## config.mk

```make
export PLATFORM = sky130hd
export DESIGN_NAME = chroma_key_hsv_classifier_flat
export DESIGN_NICKNAME = d
export VERILOG_FILES = /design/src/rtl/ckh_pkg.sv /design/src/rtl/ckh_ifs.sv /design/src/rtl/ckh_hs_pipe.sv /design/src/rtl/chroma_key_hsv_classifier.sv /design/src/flat_wrapper.sv
export SDC_FILE = /design/constraint.sdc
export NUM_CORES = 2
export LEC_CHECK = 0
export BUFFER_PORTS_ARGS = -buffer_cell sky130_fd_sc_hd__clkbuf_2
export CAP_MARGIN = 20
export CORE_UTILIZATION = 35
export DETAILED_ROUTE_END_ITERATION = 7
export REMOVE_ABC_BUFFERS = 1
export SLEW_MARGIN = 15
export SYNTH_ARGS = -nofsm -noshare
export SYNTH_HDL_FRONTEND = slang
export SYNTH_SLANG_ARGS = --single-unit
```

## constraint.sdc

```tcl
create_clock -name clk -period 21.7 [get_ports clk]
set_clock_uncertainty 0.05 [all_clocks]
set_input_delay 4.34 -clock clk [delete_from_list [all_inputs] [get_ports clk]]
set_output_delay 4.34 -clock clk [all_outputs]
set_load 0.01 [all_outputs]
```

## src/rtl/ckh_pkg.sv

```systemverilog
package ckh_pkg;

	// Channel and register widths
	localparam int PIX_W      = 8;
	localparam int HUE_W      = 8;
	localparam int SAT_W      = 8;
	localparam int CFG_IDX_W  = 3;
	localparam int CFG_DATA_W = 8;

	// Register indexes
	localparam logic [CFG_IDX_W-1:0] REG_BG_BLUE  = 3'd0;
	localparam logic [CFG_IDX_W-1:0] REG_BG_GREEN = 3'd1;
	localparam logic [CFG_IDX_W-1:0] REG_BG_RED   = 3'd2;
	localparam logic [CFG_IDX_W-1:0] REG_HUE_TOL  = 3'd3;
	localparam logic [CFG_IDX_W-1:0] REG_SAT_TOL  = 3'd4;

	// Register values after reset
	localparam logic [CFG_DATA_W-1:0] RST_BG_BLUE  = 8'd0;
	localparam logic [CFG_DATA_W-1:0] RST_BG_GREEN = 8'd255;
	localparam logic [CFG_DATA_W-1:0] RST_BG_RED   = 8'd0;
	localparam logic [CFG_DATA_W-1:0] RST_HUE_TOL  = 8'd14;
	localparam logic [CFG_DATA_W-1:0] RST_SAT_TOL  = 8'd120;

	// Pipeline depth: conversion lane, then one compare stage
	localparam int LANE_STAGES = 7;
	localparam int STAGES      = LANE_STAGES + 1;

	// Reciprocal dividers: 21 quotient bits, one extra step in the first stage
	localparam int DIV_W     = 21;
	localparam int DEN_W     = PIX_W + 1;
	localparam int DIV_STEPS = 5;

	// Doubled numerators of round(255*4096/v) and round(30*4096/diff)
	localparam logic [DIV_W-1:0] SAT_NUM = 21'd2088960;
	localparam logic [DIV_W-1:0] HUE_NUM = 21'd245760;

	// Q12 rounding and hue wrap
	localparam int FRAC_W = 12;
	localparam int HALF_Q12 = 2048;
	localparam logic signed [HUE_W:0] HUE_WRAP = 9'sd180;

	// Signed width of the raw sector hue numerator
	localparam int HNUM_W = 12;

	typedef struct packed {
		logic [DEN_W-1:0] den;
		logic [DEN_W-1:0] rem;
		logic [DIV_W-1:0] nq;
	} div_t;

	typedef struct packed {
		div_t                     sd;
		div_t                     hd;
		logic [PIX_W-1:0]         diff;
		logic signed [HNUM_W-1:0] hnum;
	} lane_t;

	// One restoring division step: shift a numerator bit in, a quotient bit out
	function automatic div_t div_step(input div_t d);
		div_t           r;
		logic [DEN_W:0] trial;
		logic           ge;
		r     = d;
		trial = {d.rem, d.nq[DIV_W-1]};
		ge    = (trial >= {1'b0, d.den});
		r.rem = ge ? DEN_W'(trial - {1'b0, d.den}) : trial[DEN_W-1:0];
		r.nq  = {d.nq[DIV_W-2:0], ge};
		return r;
	endfunction

	// A fixed run of division steps for one stage
	function automatic div_t div_run(input div_t d);
		div_t r;
		r = d;
		for (int i = 0; i < DIV_STEPS; i++) begin
			r = div_step(r);
		end
		return r;
	endfunction

endpackage

```

## src/rtl/ckh_ifs.sv

```systemverilog
interface ckh_pix_if;
	logic                       valid;
	logic                       ready;
	logic [ckh_pkg::PIX_W-1:0]  pix_blue;
	logic [ckh_pkg::PIX_W-1:0]  pix_green;
	logic [ckh_pkg::PIX_W-1:0]  pix_red;

	modport source (output valid, output pix_blue, output pix_green, output pix_red,
		input ready);
	modport sink (input valid, input pix_blue, input pix_green, input pix_red,
		output ready);
endinterface

interface ckh_mask_if;
	logic valid;
	logic ready;
	logic is_foreground;

	modport source (output valid, output is_foreground, input ready);
	modport sink (input valid, input is_foreground, output ready);
endinterface

```

## src/rtl/ckh_hs_pipe.sv

```systemverilog
module ckh_hs_pipe (
	input  logic                           clk,
	input  logic [ckh_pkg::LANE_STAGES:1]  en,
	input  logic [ckh_pkg::PIX_W-1:0]      blue,
	input  logic [ckh_pkg::PIX_W-1:0]      green,
	input  logic [ckh_pkg::PIX_W-1:0]      red,
	output logic [ckh_pkg::HUE_W-1:0]      hue,
	output logic [ckh_pkg::SAT_W-1:0]      sat
);
	import ckh_pkg::*;

	localparam int SPROD_W = PIX_W + DIV_W;
	localparam int HPROD_W = HNUM_W + DIV_W + 1;

	logic [PIX_W-1:0]         vmax;
	logic [PIX_W-1:0]         vmin;
	logic [PIX_W-1:0]         diff;
	logic signed [HNUM_W-1:0] hnum;
	lane_t                    st_d;

	lane_t st_s1, st_s2, st_s3, st_s4, st_s5;

	logic [SPROD_W-1:0]         sprod_s6;
	logic signed [HPROD_W-1:0]  hprod_s6;

	logic [SPROD_W-1:0]         ssum;
	logic signed [HPROD_W-1:0]  hsum;
	logic signed [HUE_W:0]      hq;

	logic [HUE_W-1:0] hue_s7;
	logic [SAT_W-1:0] sat_s7;

	// Find max, min and the sector numerator; red wins ties, then green
	always_comb begin
		vmax = blue;
		vmin = blue;
		if (green > vmax) vmax = green;
		if (red > vmax)   vmax = red;
		if (green < vmin) vmin = green;
		if (red < vmin)   vmin = red;
		diff = vmax - vmin;
		if (vmax == red) begin
			hnum = $signed(HNUM_W'(green)) - $signed(HNUM_W'(blue));
		end else if (vmax == green) begin
			hnum = $signed(HNUM_W'(blue)) - $signed(HNUM_W'(red))
				+ $signed(HNUM_W'({diff, 1'b0}));
		end else begin
			hnum = $signed(HNUM_W'(red)) - $signed(HNUM_W'(green))
				+ $signed(HNUM_W'({diff, 2'b00}));
		end
		st_d.sd.den = {vmax, 1'b0};
		st_d.sd.rem = '0;
		st_d.sd.nq  = SAT_NUM + DIV_W'(vmax);
		st_d.hd.den = {diff, 1'b0};
		st_d.hd.rem = '0;
		st_d.hd.nq  = HUE_NUM + DIV_W'(diff);
		st_d.diff   = diff;
		st_d.hnum   = hnum;
	end

	// Stage 1: load the dividers
	always_ff @(posedge clk) begin
		if (en[1]) st_s1 <= st_d;
	end

	// Stages 2 to 5: advance both reciprocal dividers
	always_ff @(posedge clk) begin
		if (en[2]) begin
			st_s2 <= '{sd: div_run(div_step(st_s1.sd)), hd: div_run(div_step(st_s1.hd)),
				diff: st_s1.diff, hnum: st_s1.hnum};
		end
		if (en[3]) begin
			st_s3 <= '{sd: div_run(st_s2.sd), hd: div_run(st_s2.hd),
				diff: st_s2.diff, hnum: st_s2.hnum};
		end
		if (en[4]) begin
			st_s4 <= '{sd: div_run(st_s3.sd), hd: div_run(st_s3.hd),
				diff: st_s3.diff, hnum: st_s3.hnum};
		end
		if (en[5]) begin
			st_s5 <= '{sd: div_run(st_s4.sd), hd: div_run(st_s4.hd),
				diff: st_s4.diff, hnum: st_s4.hnum};
		end
	end

	// Stage 6: scale by the reciprocals
	always_ff @(posedge clk) begin
		if (en[6]) begin
			sprod_s6 <= SPROD_W'(st_s5.diff) * SPROD_W'(st_s5.sd.nq);
			hprod_s6 <= HPROD_W'(st_s5.hnum) * $signed(HPROD_W'({1'b0, st_s5.hd.nq}));
		end
	end

	// Round half up out of Q12; negative hues are wrapped in stage 7
	always_comb begin
		ssum = sprod_s6 + SPROD_W'(HALF_Q12);
		hsum = hprod_s6 + HPROD_W'(HALF_Q12);
		hq   = hsum[FRAC_W+HUE_W:FRAC_W];
	end

	// Stage 7: hold hue and saturation
	always_ff @(posedge clk) begin
		if (en[7]) begin
			sat_s7 <= ssum[FRAC_W+SAT_W-1:FRAC_W];
			hue_s7 <= hq[HUE_W] ? HUE_W'(hq + HUE_WRAP) : hq[HUE_W-1:0];
		end
	end

	assign hue = hue_s7;
	assign sat = sat_s7;

endmodule

```

## src/rtl/chroma_key_hsv_classifier.sv

```systemverilog
// Chroma-key classifier: marks each pixel as foreground or background against
// a key colour, comparing hue and saturation in 8-bit HSV.
//
// Channels: pix takes one blue/green/red word per accepted handshake; mask
// returns one is_foreground word per pixel, in order. Configuration is a plain
// write port (cfg_we, cfg_idx, cfg_wdata): 0 bg_blue, 1 bg_green, 2 bg_red,
// 3 hue_tolerance, 4 sat_tolerance; other indexes are dropped. Write only
// while no pixel is in flight.
//
// Throughput: one pixel per cycle while mask is ready. The depth is set by a
// load stage, two 21-bit restoring reciprocal dividers per lane run over four
// stages (five or six steps each), a multiply, a rounding stage and the
// compare stage.
//
// Reset clears all valid bits and loads the key colour to pure green with
// hue tolerance 14 and saturation tolerance 120. When mask is stalled, each
// stage keeps its word and empty stages still fill, so pix stays ready until
// all eight stages hold words.
module chroma_key_hsv_classifier (
	input  logic                          clk,
	input  logic                          arst_n,
	ckh_pix_if.sink                       pix,
	ckh_mask_if.source                    mask,
	input  logic                          cfg_we,
	input  logic [ckh_pkg::CFG_IDX_W-1:0] cfg_idx,
	input  logic [ckh_pkg::CFG_DATA_W-1:0] cfg_wdata
);
	import ckh_pkg::*;

	logic [CFG_DATA_W-1:0] bg_blue_q, bg_green_q, bg_red_q, hue_tol_q, sat_tol_q;

	logic [STAGES:1] vld_q;
	logic [STAGES:1] en;

	logic [HUE_W-1:0] pix_hue, bg_hue;
	logic [SAT_W-1:0] pix_sat, bg_sat;

	logic signed [HUE_W:0] dh;
	logic signed [SAT_W:0] ds;
	logic [HUE_W:0]        dh_abs;
	logic [SAT_W:0]        ds_abs;

	logic fg_s8;

	// Take configuration writes
	always_ff @(posedge clk or negedge arst_n) begin
		if (!arst_n) begin
			bg_blue_q  <= RST_BG_BLUE;
			bg_green_q <= RST_BG_GREEN;
			bg_red_q   <= RST_BG_RED;
			hue_tol_q  <= RST_HUE_TOL;
			sat_tol_q  <= RST_SAT_TOL;
		end else if (cfg_we) begin
			case (cfg_idx)
				REG_BG_BLUE:  bg_blue_q  <= cfg_wdata;
				REG_BG_GREEN: bg_green_q <= cfg_wdata;
				REG_BG_RED:   bg_red_q   <= cfg_wdata;
				REG_HUE_TOL:  hue_tol_q  <= cfg_wdata;
				REG_SAT_TOL:  sat_tol_q  <= cfg_wdata;
				default: ;
			endcase
		end
	end

	// Advance a stage when it is empty or its successor advances
	always_comb begin
		en[STAGES] = ~vld_q[STAGES] | mask.ready;
		for (int k = STAGES - 1; k >= 1; k--) begin
			en[k] = ~vld_q[k] | en[k+1];
		end
	end

	// Move valid bits with the data
	always_ff @(posedge clk or negedge arst_n) begin
		if (!arst_n) begin
			vld_q <= '0;
		end else begin
			if (en[1]) vld_q[1] <= pix.valid;
			for (int k = 2; k <= STAGES; k++) begin
				if (en[k]) vld_q[k] <= vld_q[k-1];
			end
		end
	end

	assign pix.ready = en[1];

	// Convert the pixel and the key colour side by side
	ckh_hs_pipe u_pix_hs (
		.clk   (clk),
		.en    (en[LANE_STAGES:1]),
		.blue  (pix.pix_blue),
		.green (pix.pix_green),
		.red   (pix.pix_red),
		.hue   (pix_hue),
		.sat   (pix_sat)
	);

	ckh_hs_pipe u_bg_hs (
		.clk   (clk),
		.en    (en[LANE_STAGES:1]),
		.blue  (bg_blue_q),
		.green (bg_green_q),
		.red   (bg_red_q),
		.hue   (bg_hue),
		.sat   (bg_sat)
	);

	// Absolute differences, no hue wrap
	always_comb begin
		dh     = $signed({1'b0, bg_hue}) - $signed({1'b0, pix_hue});
		ds     = $signed({1'b0, bg_sat}) - $signed({1'b0, pix_sat});
		dh_abs = dh[HUE_W] ? (HUE_W+1)'(-dh) : dh;
		ds_abs = ds[SAT_W] ? (SAT_W+1)'(-ds) : ds;
	end

	// Stage 8: compare against the tolerances
	always_ff @(posedge clk) begin
		if (en[STAGES]) begin
			fg_s8 <= (dh_abs > {1'b0, hue_tol_q}) || (ds_abs > {1'b0, sat_tol_q});
		end
	end

	assign mask.valid         = vld_q[STAGES];
	assign mask.is_foreground = fg_s8;

endmodule
```

## src/flat_wrapper.sv

```systemverilog
// flat-port wrapper written by rule: the top's interface ports become plain ports
module chroma_key_hsv_classifier_flat import ckh_pkg::*;
  (clk, arst_n, cfg_we, cfg_idx, cfg_wdata, pix_valid, pix_pix_blue, pix_pix_green, pix_pix_red, pix_ready, mask_valid, mask_is_foreground, mask_ready);
  ckh_pix_if pix_i ();
  ckh_mask_if mask_i ();
  input  logic clk;
  input  logic arst_n;
  input  logic cfg_we;
  input  logic [ckh_pkg::CFG_IDX_W-1:0] cfg_idx;
  input  logic [ckh_pkg::CFG_DATA_W-1:0] cfg_wdata;
  input wire logic [$bits(pix_i.valid)-1:0] pix_valid;
  input wire logic [$bits(pix_i.pix_blue)-1:0] pix_pix_blue;
  input wire logic [$bits(pix_i.pix_green)-1:0] pix_pix_green;
  input wire logic [$bits(pix_i.pix_red)-1:0] pix_pix_red;
  output wire logic [$bits(pix_i.ready)-1:0] pix_ready;
  output wire logic [$bits(mask_i.valid)-1:0] mask_valid;
  output wire logic [$bits(mask_i.is_foreground)-1:0] mask_is_foreground;
  input wire logic [$bits(mask_i.ready)-1:0] mask_ready;
  assign pix_i.valid = pix_valid;
  assign pix_i.pix_blue = pix_pix_blue;
  assign pix_i.pix_green = pix_pix_green;
  assign pix_i.pix_red = pix_pix_red;
  assign pix_ready = pix_i.ready;
  assign mask_valid = mask_i.valid;
  assign mask_is_foreground = mask_i.is_foreground;
  assign mask_i.ready = mask_ready;
  chroma_key_hsv_classifier u_core (.clk(clk), .arst_n(arst_n), .pix(pix_i), .mask(mask_i), .cfg_we(cfg_we), .cfg_idx(cfg_idx), .cfg_wdata(cfg_wdata));
endmodule
```

==> metrics.cfg <==
[sta]
fin_crit_sh_pct = 61.1
worstMarginPinSlew_ps = 1060
rsz0062_at_grt = no
finalHoldViolations = 0
max_freq_mhz = 75.4
fin_tns_setup_ps = 0
slew-limit-headroom_pct = 29.4
final.min_clock_period_ps = 13260
setup-violations-final = 0
drv_slew = 0

[detailed_routing]
drtPass1Iterations = 6
wl_per_cell_um = 16.9
viasPerCell = 5.22
drc = 0
ant_nets = 0
wl_um = 186000
dr_total_vias = 57200
drtIter0Drc = 3036

[synth]
synthCells = 8021
synth_area_leaders = edfxtp_1, ha_1, fa_1
synth_area_leader_cell = edfxtp_1
syn_avg_cell_area_um2 = 9.59
yosysSeqAreaShare_pct = 26.5
synth_area_um2 = 77000
synth_edf_count = 639
ys_dominant_reg_cell = edfxtp_1
ys_types = 127
synth.top_cell.area_share_pct = 24.9
ys.warnings.count = 0
ys_ff_latch = 687
async_reset_ff_share_pct = 6.99

[clock_network]
cts-root-buf = clkbuf_16
numCtsBuffers = 76
worstSkewPairLatency_ps = 720
ctsResizeCount = 0
post_cts_buffers = 0
cts-hold-fix-buffers = 0
clock_sinks = 687
ctsLongestPathBuffers = 3
clk_pin_slew_ps = 60
h-tree-depth = 3
cts_tree = built

[grt]
grt_pass1_vias = 58900
grtUsageTotal_pct = 16.7
grt_overflow = 0
grt_pass1_wl_um = 305000
grt_antenna_before_repair = 1
grt_max_degree = 66

[worst_setup_path]
end_kind = flip-flop
r2r_start = u_core.u_pix_hs.st_s1[90]
critPathKind = flip-flop to flip-flop
max_stage_delay_ps = 530
reg2regPathDepth = 50
worstSetupStartpoint = u_core.u_pix_hs.st_s1[90]
r2r_end = u_core.u_pix_hs.st_s2[83]
critPathRequiredTime_ps = 22080
crit_family = compound AO/OA/AOI/OAI gates
start_kind = flip-flop
critical_path.slowest_cell = a21oi_1
critPathBufInv = 4
crit_arrival_ps = 13640
worstPathMaxFanout = 13
r2r_slack_ps = 8440

[place]
dp_hpwl_um = 148000
place_congestion = 0.893
port_buffers = 42

[final_layout]
final_nets = 9474
layout-drive-gt1-share_pct = 7.36
final_common_cell = inv_1
synthToLayoutAreaGrowth_pct = 7.94
fin_util_pct = 38.1
final_cell_mix = inv_1, ha_1, nand2_1

[worst_hold_path]
hold_path_class = flip-flop to flip-flop
worstHoldEndpoint = u_core.u_bg_hs.st_s2[8]
hold_depth = 0
hold_start = u_core.u_bg_hs.st_s1[8]

[floorplanning]
ios = 43
start_util_pct = 35.3
die_area_um2 = 222000
die_w_um = 471
core-area_um2 = 218000
core.rowCount = 171
die_y_um = 471

[status]
status = completed

[flow_run]
cap_violations = 0

-- layout make-up --
class | instances | area, um^2
antenna | 1 | 2.50
clock buffer | 87 | 2000
clock inverter | 52 | 608
fill | 21400 | 135000
inverter | 1024 | 3860
multi-input combinational | 6173 | 52200
sequential | 687 | 20400
tap | 2854 | 3570
timing repair buffer | 72 | 435
-- logic make-up after synthesis --
logic type                 count (synthesis)  share of synthesized area, %
and+or+nand+nor                         2165                          14.1
muxes                                    363                          5.29
xor gates and xnor gates                 596                          6.78
AOI/OAI and AO/OA                       1637                          14.0
DFF                                      687                          26.5
other                                      1                       0.00487
buffers and inverters                   1172                          5.80
adders and majority gates               1400                          27.5
-- layer usage --
layer	GRT usage, %	part of all wire [%]	wire [um]
met1	21.6	46	84700
met2	29.0	48	89800
met3	1.36	3.1	5730
met4	5.83	2.9	5330
met5	0	0	0
-- metrics by stage --
stage / setup WS, ps / instances / hold WS [ps] / area [um^2]
after detailed placement: 8600 / 10800 / 355 / 80500
after floorplan: 6230 / 7884 / 350 / 76400
final: 8440 / 11000 / 346 / 83100
after CTS: 8550 / 10900 / 350 / 83100
after global routing: 7290 / 11000 / 360 / 83100
after global placement: 8640 / 10800 / 351 / 80500
-- worst max path at each step --
| stage | endpoint | cells after the start | slack [ps] |
|---|---|---|---|
| floorplan | pix_ready | 6 | 6230 |
| global placement | u_core.u_pix_hs.st_s2[83] | 50 | 8640 |
| detailed placement | u_core.u_pix_hs.st_s2[83] | 50 | 8600 |
| CTS | u_core.u_pix_hs.st_s2[83] | 50 | 8550 |
| global route | u_core.u_bg_hs.st_s2[48] | 49 | 7290 |
| finish | u_core.u_pix_hs.st_s2[83] | 50 | 8440 |
-- state kept, by name (all words and copies together) (netlist names), 10 cells and up --
signal                    flops
u_core.u_bg_hs.hprod_s6      10
u_core.u_bg_hs.st_s5         61
u_core.u_pix_hs.st_s1        28
u_core.u_pix_hs.st_s3        65
u_core.u_bg_hs.st_s2         55
u_core.u_bg_hs.st_s4         75
u_core.u_pix_hs.st_s4        75
u_core.u_bg_hs.st_s1         28
u_core.u_pix_hs.st_s2        55
u_core.u_pix_hs.st_s5        61
u_core.u_pix_hs.hprod_s6     10
u_core.u_bg_hs.st_s3         65
-- synth_stat cells, drive strengths merged, types with 33 or more instances --
cell    number
fa         488
xor2       214
edfxtp     639
nand3       98
o211ai      45
a21oi      429
o21bai      59
nor4        33
or2         41
or3         44
nand2b     134
inv       1020
nor3       133
o21ai      385
clkbuf     122
nand4       88
and2       269
dfrtp       33
mux2i      104
a21boi      48
ha         912
a211oi      38
and3        45
nor2       362
nand2      681
xnor2      382
mux2       259
nor2b      166
o21a       102
a21o       249
Power is not shown: default switching activity piles up to over one toggle a cycle in this logic, so the estimate is an artifact.
